### src/rtl/i2da_pkg.sv
`timescale 1ns / 1ps
`default_nettype none
// ----------------------------------------------------------------------------
// i2da_pkg: shared types and constants for int32_to_decimal_ascii
// Character codes, BCD sizing and the sequencer state type.
// ----------------------------------------------------------------------------
package i2da_pkg;

   localparam int ValueWidth = 32;
   localparam int CharWidth  = 6;
   localparam int NumDigits  = 10;
   localparam int BcdWidth   = 4 * NumDigits;
   localparam int BitCntW    = $clog2(ValueWidth);
   localparam int DigCntW    = $clog2(NumDigits + 1);

   localparam logic [CharWidth-1:0] CharMinus = 6'd45;
   localparam logic [CharWidth-1:0] CharZero  = 6'd48;

   typedef enum logic [1:0] {
      ST_IDLE,
      ST_CONVERT,
      ST_SKIP,
      ST_EMIT
   } state_type;

   // double-dabble correction of one BCD digit before the shift
   function automatic logic [3:0] bcd_adjust(input logic [3:0] d);
      return (d >= 4'd5) ? 4'(d + 4'd3) : d;
   endfunction

endpackage
`default_nettype wire

### src/rtl/int32_to_decimal_ascii.sv
`timescale 1ns / 1ps
`default_nettype none
// ----------------------------------------------------------------------------
// int32_to_decimal_ascii: signed 32-bit integer to decimal ASCII text
// Bit-serial binary-to-BCD conversion followed by a character sequencer.
// ----------------------------------------------------------------------------
// order: after the input transfer come the double-dabble shifts, then the skip
//   check with one step per leading zero digit dropped, then the output load of
//   the first character (the minus sign for a negative value)
// flow: a new value is accepted only in idle, once the last character has been
//   loaded into the output register; output stalls hold the sequencer
// reset: synchronous, active high; clears the sequencer and the output valid
module int32_to_decimal_ascii
   import i2da_pkg::*;
(
   input  wire logic        clock,
   input  wire logic        reset,
   input  wire logic        req_tvalid,
   output logic             req_tready,
   input  wire logic [31:0] req_tdata,   // [31:0] value
   output logic             rsp_tvalid,
   input  wire logic        rsp_tready,
   output logic [7:0]       rsp_tdata,   // [5:0] char_code, [7:6] zero
   output logic             rsp_tlast    // last
);

   state_type state_ff, state_in;

   logic [ValueWidth-1:0] mag_ff, mag_in;
   logic [BcdWidth-1:0]   bcd_ff, bcd_in;
   logic [BitCntW-1:0]    bit_cnt_ff, bit_cnt_in;
   logic [DigCntW-1:0]    ndig_ff, ndig_in;
   logic                  sign_ff, sign_in;

   logic                  out_valid_ff, out_valid_in;
   logic [CharWidth-1:0]  out_code_ff, out_code_in;
   logic                  out_last_ff, out_last_in;

   logic                  out_free;
   logic                  load_out;
   logic [3:0]            top_digit;
   logic [BcdWidth-1:0]   bcd_adj;

   assign out_free  = !out_valid_ff || rsp_tready;
   assign top_digit = bcd_ff[BcdWidth-1 -: 4];

   always_comb begin
      for (int i = 0; i < NumDigits; i++) begin
         bcd_adj[4*i +: 4] = bcd_adjust(bcd_ff[4*i +: 4]);
      end
   end

   // next state
   always_comb begin
      state_in = state_ff;
      unique case (state_ff)
         ST_IDLE: begin
            if (req_tvalid) state_in = ST_CONVERT;
         end
         ST_CONVERT: begin
            if (bit_cnt_ff == BitCntW'(ValueWidth - 1)) state_in = ST_SKIP;
         end
         ST_SKIP: begin
            if (top_digit != 4'd0 || ndig_ff == DigCntW'(1)) state_in = ST_EMIT;
         end
         ST_EMIT: begin
            if (out_free && !sign_ff && ndig_ff == DigCntW'(1)) state_in = ST_IDLE;
         end
         default: state_in = ST_IDLE;
      endcase
   end

   // datapath and outputs
   always_comb begin
      req_tready  = (state_ff == ST_IDLE);
      mag_in      = mag_ff;
      bcd_in      = bcd_ff;
      bit_cnt_in  = bit_cnt_ff;
      ndig_in     = ndig_ff;
      sign_in     = sign_ff;
      load_out    = 1'b0;
      out_code_in = out_code_ff;
      out_last_in = out_last_ff;
      unique case (state_ff)
         ST_IDLE: begin
            sign_in    = req_tdata[ValueWidth-1];
            mag_in     = req_tdata[ValueWidth-1] ? ValueWidth'(0 - req_tdata) : req_tdata;
            bcd_in     = '0;
            bit_cnt_in = '0;
            ndig_in    = DigCntW'(NumDigits);
         end
         ST_CONVERT: begin
            bcd_in     = {bcd_adj[BcdWidth-2:0], mag_ff[ValueWidth-1]};
            mag_in     = {mag_ff[ValueWidth-2:0], 1'b0};
            bit_cnt_in = BitCntW'(bit_cnt_ff + 1'b1);
         end
         ST_SKIP: begin
            // drop leading zero digits, keeping at least one
            if (top_digit == 4'd0 && ndig_ff != DigCntW'(1)) begin
               bcd_in  = {bcd_ff[BcdWidth-5:0], 4'd0};
               ndig_in = DigCntW'(ndig_ff - 1'b1);
            end
         end
         ST_EMIT: begin
            if (out_free) begin
               load_out = 1'b1;
               if (sign_ff) begin
                  out_code_in = CharMinus;
                  out_last_in = 1'b0;
                  sign_in     = 1'b0;
               end else begin
                  out_code_in = CharWidth'(CharZero + {2'b00, top_digit});
                  out_last_in = (ndig_ff == DigCntW'(1));
                  bcd_in      = {bcd_ff[BcdWidth-5:0], 4'd0};
                  ndig_in     = DigCntW'(ndig_ff - 1'b1);
               end
            end
         end
         default: begin
            load_out = 1'b0;
         end
      endcase
      out_valid_in = load_out || (out_valid_ff && !rsp_tready);
   end

   always_ff @(posedge clock) begin
      if (reset) begin
         state_ff     <= ST_IDLE;
         out_valid_ff <= 1'b0;
      end else begin
         state_ff     <= state_in;
         out_valid_ff <= out_valid_in;
      end
      mag_ff      <= mag_in;
      bcd_ff      <= bcd_in;
      bit_cnt_ff  <= bit_cnt_in;
      ndig_ff     <= ndig_in;
      sign_ff     <= sign_in;
      out_code_ff <= out_code_in;
      out_last_ff <= out_last_in;
   end

   assign rsp_tvalid = out_valid_ff;
   assign rsp_tdata  = {2'b00, out_code_ff};
   assign rsp_tlast  = out_last_ff;

   a_char_range: assert property (@(posedge clock) disable iff (reset)
      out_valid_ff |-> (out_code_ff == CharMinus ||
                        (out_code_ff >= CharZero && out_code_ff <= 6'd57)))
      else $error("character code out of range");

   a_minus_not_last: assert property (@(posedge clock) disable iff (reset)
      (out_valid_ff && out_code_ff == CharMinus) |-> !out_last_ff)
      else $error("minus sign flagged as last");

   a_emit_has_digits: assert property (@(posedge clock) disable iff (reset)
      (state_ff == ST_EMIT) |-> (ndig_ff != '0 && top_digit <= 4'd9))
      else $error("emit with no digit or bad bcd digit");

   a_accept_starts: assert property (@(posedge clock) disable iff (reset)
      (req_tvalid && req_tready) |=> (state_ff == ST_CONVERT && bit_cnt_ff == '0))
      else $error("conversion did not start after input transfer");

endmodule
`default_nettype wire
### config.mk
export PLATFORM = sky130hd
export DESIGN_NAME = int32_to_decimal_ascii
export DESIGN_NICKNAME = d
export VERILOG_FILES = /design/src/rtl/i2da_pkg.sv /design/src/rtl/int32_to_decimal_ascii.sv
export SDC_FILE = /design/constraint.sdc
export NUM_CORES = 1
export LEC_CHECK = 0
export ABC_AREA = 1
export BUFFER_PORTS_ARGS = -buffer_cell sky130_fd_sc_hd__clkbuf_2
export CORE_MARGIN = 3
export CORE_UTILIZATION = 35
export DETAILED_ROUTE_END_ITERATION = 8
export PLACE_DENSITY = 0.49
export SLEW_MARGIN = 25
export SYNTH_ARGS = -nofsm -noshare
export SYNTH_HDL_FRONTEND = slang
export SYNTH_SLANG_ARGS = --single-unit
### constraint.sdc
create_clock -name clock -period 4.47 [get_ports clock]
set_clock_uncertainty 0.1 [all_clocks]
set_input_delay 0.447 -clock clock [delete_from_list [all_inputs] [get_ports clock]]
set_output_delay 0.447 -clock clock [all_outputs]
set_load 0.05 [all_outputs]
# Word-level counts from Yosys, hierarchy flattened
# Cells that the tools add are included.
dict set report totals {
  ramBits 0
  ff_bits 92
  rom_bits 0
  in_bits 36
  latch_bits 0
  wordCells 97
  n_memories 0
  output_inout_bits 11
}
dict set report classes {
  add_sub_neg 14
  mul 0
  magnitude_cmp 10
  n_eq_ne 13
  div 0
  muxes 30
  n_shift 0
  bitwise 0
  reduce_logical 21
}
# operator count
set op_table {}
lappend op_table {{case mux 40 bit (4 select lines)} 1}
lappend op_table {{two-way mux 40 bit} 3}
lappend op_table {{case mux 32 bit (2 select lines)} 1}
lappend op_table {{two-way mux 4 bit} 12}
lappend op_table {{greater-or-equal comparator 4 x 3 -> 1 bit, second input constant} 10}
lappend op_table {{adder 4 x 2 -> 4 bit, second input constant} 9}
lappend op_table {{two-way mux 32 bit} 1}
lappend op_table {{subtractor 1 x 32 -> 32 bit, first input constant} 1}
lappend op_table {{inequality test 2 bit, second input constant} 7}
lappend op_table {{case mux 4 bit (3 select lines)} 1}
lappend op_table {{case mux 5 bit (2 select lines)} 1}
lappend op_table {{two-way mux 2 bit} 4}
lappend op_table {{case mux 2 bit (4 select lines)} 1}
lappend op_table {{AND reduction 4 bit} 2}
lappend op_table {{adder 5 x 5 -> 6 bit, first input constant} 1}
lappend op_table {{adder 5 x 1 -> 5 bit, second input constant} 1}
lappend op_table {{equality test 5 bit, second input constant} 1}
lappend op_table {{equality test 2 bit, second input constant} 2}
lappend op_table {{equality test 4 x 1 -> 1 bit, second input constant} 1}
lappend op_table {{logical AND 1 bit} 4}
lappend op_table {{zero test 4 bit} 1}
lappend op_table {{inequality test 4 x 1 -> 1 bit, second input constant} 1}
lappend op_table {{AND reduction 2 bit} 2}
lappend op_table {{nonzero test 2 bit} 2}
lappend op_table {{other kinds (12)} 18}

# Depth between registers and ports, before layout
dict set report depth {
  ltp_word 6
  depth_mapped 11
  depth_no_buf 10
}

# Worst setup path after synthesis
# No wires, ideal clock.
dict set report synth_path {
  path_kind {flip-flop to flip-flop}
  from {register ndig_ff[0]}
  to {register ndig_ff[0], enable pin}
  setup_time_ps 310
  stages_incl_launch_ff 6
  slack_ps 871
  path_buffers 0
  t_required_ps 4060
  t_arrival_ps 3189
  cell_sequence {edfxtp_1 ha_1 nand3_1 nand3_1 a21oi_1 o21a_1}
}
dict set report synth_between {
  elab_chain_cells 4
}
# element line
set synth_lines {}
lappend synth_lines {{start, declared} int32_to_decimal_ascii.sv:32} ;# logic [DigCntW-1:0] ndig_ff, ndig_in;
lappend synth_lines {{start signal, assigned} int32_to_decimal_ascii.sv:137} ;# ndig_ff <= ndig_in;
lappend synth_lines {{inequality test 4 x 1 -> 1 bit} int32_to_decimal_ascii.sv:99} ;# if (top_digit == 4'd0 && ndig_ff != DigCntW'(1)) begin
lappend synth_lines {{logical AND 1 bit} int32_to_decimal_ascii.sv:99}
lappend synth_lines {{inequality test 2 bit (no line)} n/a}
lappend synth_lines {{AND reduction 4 bit (no line)} n/a}
# No other way between the ends.
# A chain may end at the register's enable or synchronous reset.

# Worst setup path after layout
dict set report layout_path {
  from {register state_ff[1]}
  to {register mag_ff[25], enable pin}
}
dict set report layout_between {
  elab_chain_cells 2
  elab_cells_between_ends 3
}
# element line
set layout_lines {}
lappend layout_lines {{start, declared} int32_to_decimal_ascii.sv:27} ;# state_type state_ff, state_in;
lappend layout_lines {{start signal, assigned} int32_to_decimal_ascii.sv:131} ;# state_ff <= state_in;
lappend layout_lines {{equality test 2 x 1 -> 1 bit / zero test 2 bit (equally long branches)} int32_to_decimal_ascii.sv:84} ;# unique case (state_ff)
lappend layout_lines {{nonzero test 2 bit (no line) (*)} n/a}
lappend layout_lines {{end signal, assigned} int32_to_decimal_ascii.sv:134} ;# mag_ff <= mag_in;
lappend layout_lines {{end, declared} int32_to_decimal_ascii.sv:29} ;# logic [ValueWidth-1:0] mag_ff, mag_in;
# Mark *: on every way between the ends. The rest lies on a longest branch, timed or not.

==> flow_metrics.py <==
metrics = {
    "global_route": {
        "grt_max_degree": 41,
        "grt_usage_pct": 14.72,
        "grt_pass1_wl_mm": 22.01,
        "grt_pass1_vias": 4698,
        "grt-ovfl-total": 0,
        "antenna_found_initial": 0,
    },
    "logic_synthesis": {
        "synth_area_leaders": "edfxtp_1, nand2_1, nor2_1",
        "synth_ff_type": "edfxtp_1",
        "synth_area_sq_um": 5922,
        "ys_ff_latch": 91,
        "synthArstFlopShare_pct": 0,
        "yosysWarnings": 0,
        "postSynthCellCount": 709,
        "synth_area_leader_cell": "edfxtp_1",
        "synth_edf_count": 88,
        "yosys.area.top_type_share_pct": 44.62,
        "ys_types": 41,
        "yosysSeqAreaShare_pct": 45.64,
        "syn_area_per_cell_sq_um": 8.353,
    },
    "worst_setup_path": {
        "worstPathMaxFanout": 40,
        "end_kind": "register",
        "r2r-start": "state_ff[1]",
        "r2r_cells": 6,
        "crit_arrival_ps": 2890,
        "critPathLaunchType": "register",
        "rr_endpoint": "mag_ff[25]",
        "r2r_setup_slack_ps": 1550,
        "cp_data_required_time_ps": 4440,
        "criticalPathCategory": "register to register",
    },
    "layout": {
        "syn_to_final_growth_pct": 11.35,
        "fin_nets": 812,
        "fin_util_pct": 40.63,
        "diodes": 0,
        "final_common_cell": "nand2_1",
        "drive_above_1_share_pct": 12.27,
        "fillers": 1644,
        "most-common-layout-cells": "nand2_1, nor2_1, inv_1",
    },
    "outcome": {
        "status": "complete, no violations",
    },
    "clock_network": {
        "cts_max_level": 3,
        "clockBufferDepth": 2,
        "post_cts_buffers": 0,
        "cts_tree": "done",
        "ctsResizeCount": 0,
        "root_buffer": "clkbuf_16",
        "postCtsHoldBufs": 0,
        "clock_sinks": 91,
        "path_clk_slew_ps": 60,
        "clock_latency_ps": 350,
        "numCtsBuffers": 9,
    },
    "run": {
        "drv_cap": 0,
    },
    "timing": {
        "max_freq_ghz": 0.3422,
        "slew_headroom_pct": 50.47,
        "fin_crit_ps": 2922,
        "slew_viol_final": 0,
        "fin_hold_ws_ps": 182.0,
        "worstMarginPinSlew_ps": 741.8,
        "rsz0062_at_grt": "false",
        "hold_violations": 0,
        "setup_tns_ps": 0,
        "fin_crit_sh_pct": 65.37,
        "setup_viol": 0,
    },
    "placed_design": {
        "dp_hpwl_mm": 9.309,
        "portBuffers": 43,
        "globalplace.congestion": 0.8245,
    },
    "drt": {
        "via_per_inst": 4.944,
        "routed-via-count": 4776,
        "wire_per_inst_um": 13.47,
        "wirelength_mm": 13.01,
        "ant_nets": 0,
        "drc": 0,
        "first_pass_iters": 5,
        "drtIter0Drc": 288,
    },
    "pwr": {
        "fin_total_pwr_mw": 3.878,
        "powerDensity_nw_per_um2": 588.1,
        "worst_ir_drop_vdd_mv": 0.2556,
        "total_leakage_power_nw": 2.744,
    },
    "floorplan": {
        "coreArea_sq_um": 16230,
        "num_rows": 46,
        "dieArea_sq_um": 18520,
        "die_y_um": 136.1,
        "start_util_pct": 36.49,
        "ios": 47,
        "die_w_um": 136.1,
    },
    "worst_hold_path": {
        "min_to": "rsp_tvalid",
        "min_path_cells": 2,
        "hold_class": "input port to register",
        "min-delay-start": "reset",
    },
}
## synthesized netlist by cell type, drive strengths merged, types with 3 or more instances
library cell / number
buf: 18
inv: 98
nand3: 54
o31ai: 3
nand4: 8
clkbuf: 5
ha: 31
o21ai: 52
dfxtp: 3
nor2: 113
o22ai: 9
o211ai: 11
a21oi: 23
o32ai: 16
xor2: 9
nand2: 155
edfxtp: 88
## per-layer routing
| metal | wire (um) | GRT usage (%) | part of all wire (%) |
|---|---|---|---|
| met1 | 6624 | 20.82 | 51 |
| met2 | 5715 | 22.73 | 44 |
| met3 | 520 | 3.368 | 4.0 |
| met4 | 149 | 3.863 | 1.1 |
| met5 | 0 | 0 | 0 |
## kinds of logic after synthesis
kind of cell               share of synthesized area, %
other                                            0.1268
buffers and inverters                             9.001
AOI/OAI and AO/OA                                 12.68
adders and majority gates                         6.550
xor gates and xnor gates                          1.479
and+or+nand+nor                                   24.53
DFF                                               45.64
## worst max-delay path by stage
stage	start	endpoint	slack (ps)	cells after the start
global route	state_ff[1]	bcd_ff[4]	1280	7
finish	state_ff[1]	mag_ff[25]	1550	6
floorplan	ndig_ff[0]	ndig_ff[0]	870	5
global placement	state_ff[1]	mag_ff[16]	1610	6
CTS	state_ff[1]	mag_ff[25]	1490	6
detailed placement	state_ff[1]	mag_ff[17]	1520	6
## per-stage QoR
stage	setup WS (ps)	std cells	area (sq um)
2_1_floorplan	871.3	710	5926
3_3_place_gp	1606	950	6287
3_5_place_dp	1517	950	6287
4_1_cts	1491	966	6594
5_1_grt	1276	966	6594
6_report	1548	966	6594
## layout make-up
cell class	instances	area [sq um]	area share, %
Tap cell	216	270.3	4.099
Multi-Input combinational cell	498	2701	40.97
Clock inverter	5	63.81	0.9677
Inverter	98	367.9	5.579
Sequential cell	91	2703	40.99
Timing Repair Buffer	47	245.2	3.719
Clock buffer	11	242.7	3.681
## critical path: stages (launching register included)
cell and delay (ps):
dfxtp_1 380, inv_1 90, ha_1 180, buf_4 240, inv_2 590, nand2_1 620, buf_4 430
## report_power, final
group	leakage (nW)	internal [mW]	total [mW]	switching, mW
Combinational	1.61	0.407	1.43	1.02
Sequential	0.984	1.47	1.67	0.196
Clock	0.146	0.452	0.782	0.330
Total	2.74	2.33	3.88	1.55
## registers in the layout, summed over array words and instances, names as in the netlist
signal,cells
rsp_tlast,1
state_ff,2
mag_ff,32
ndig_ff,4
bit_cnt_ff,5
bcd_ff,40
out_code_ff,5
rsp_tvalid,1
sign_ff,1
No activity file was read; power rests on OpenSTA's default activity.
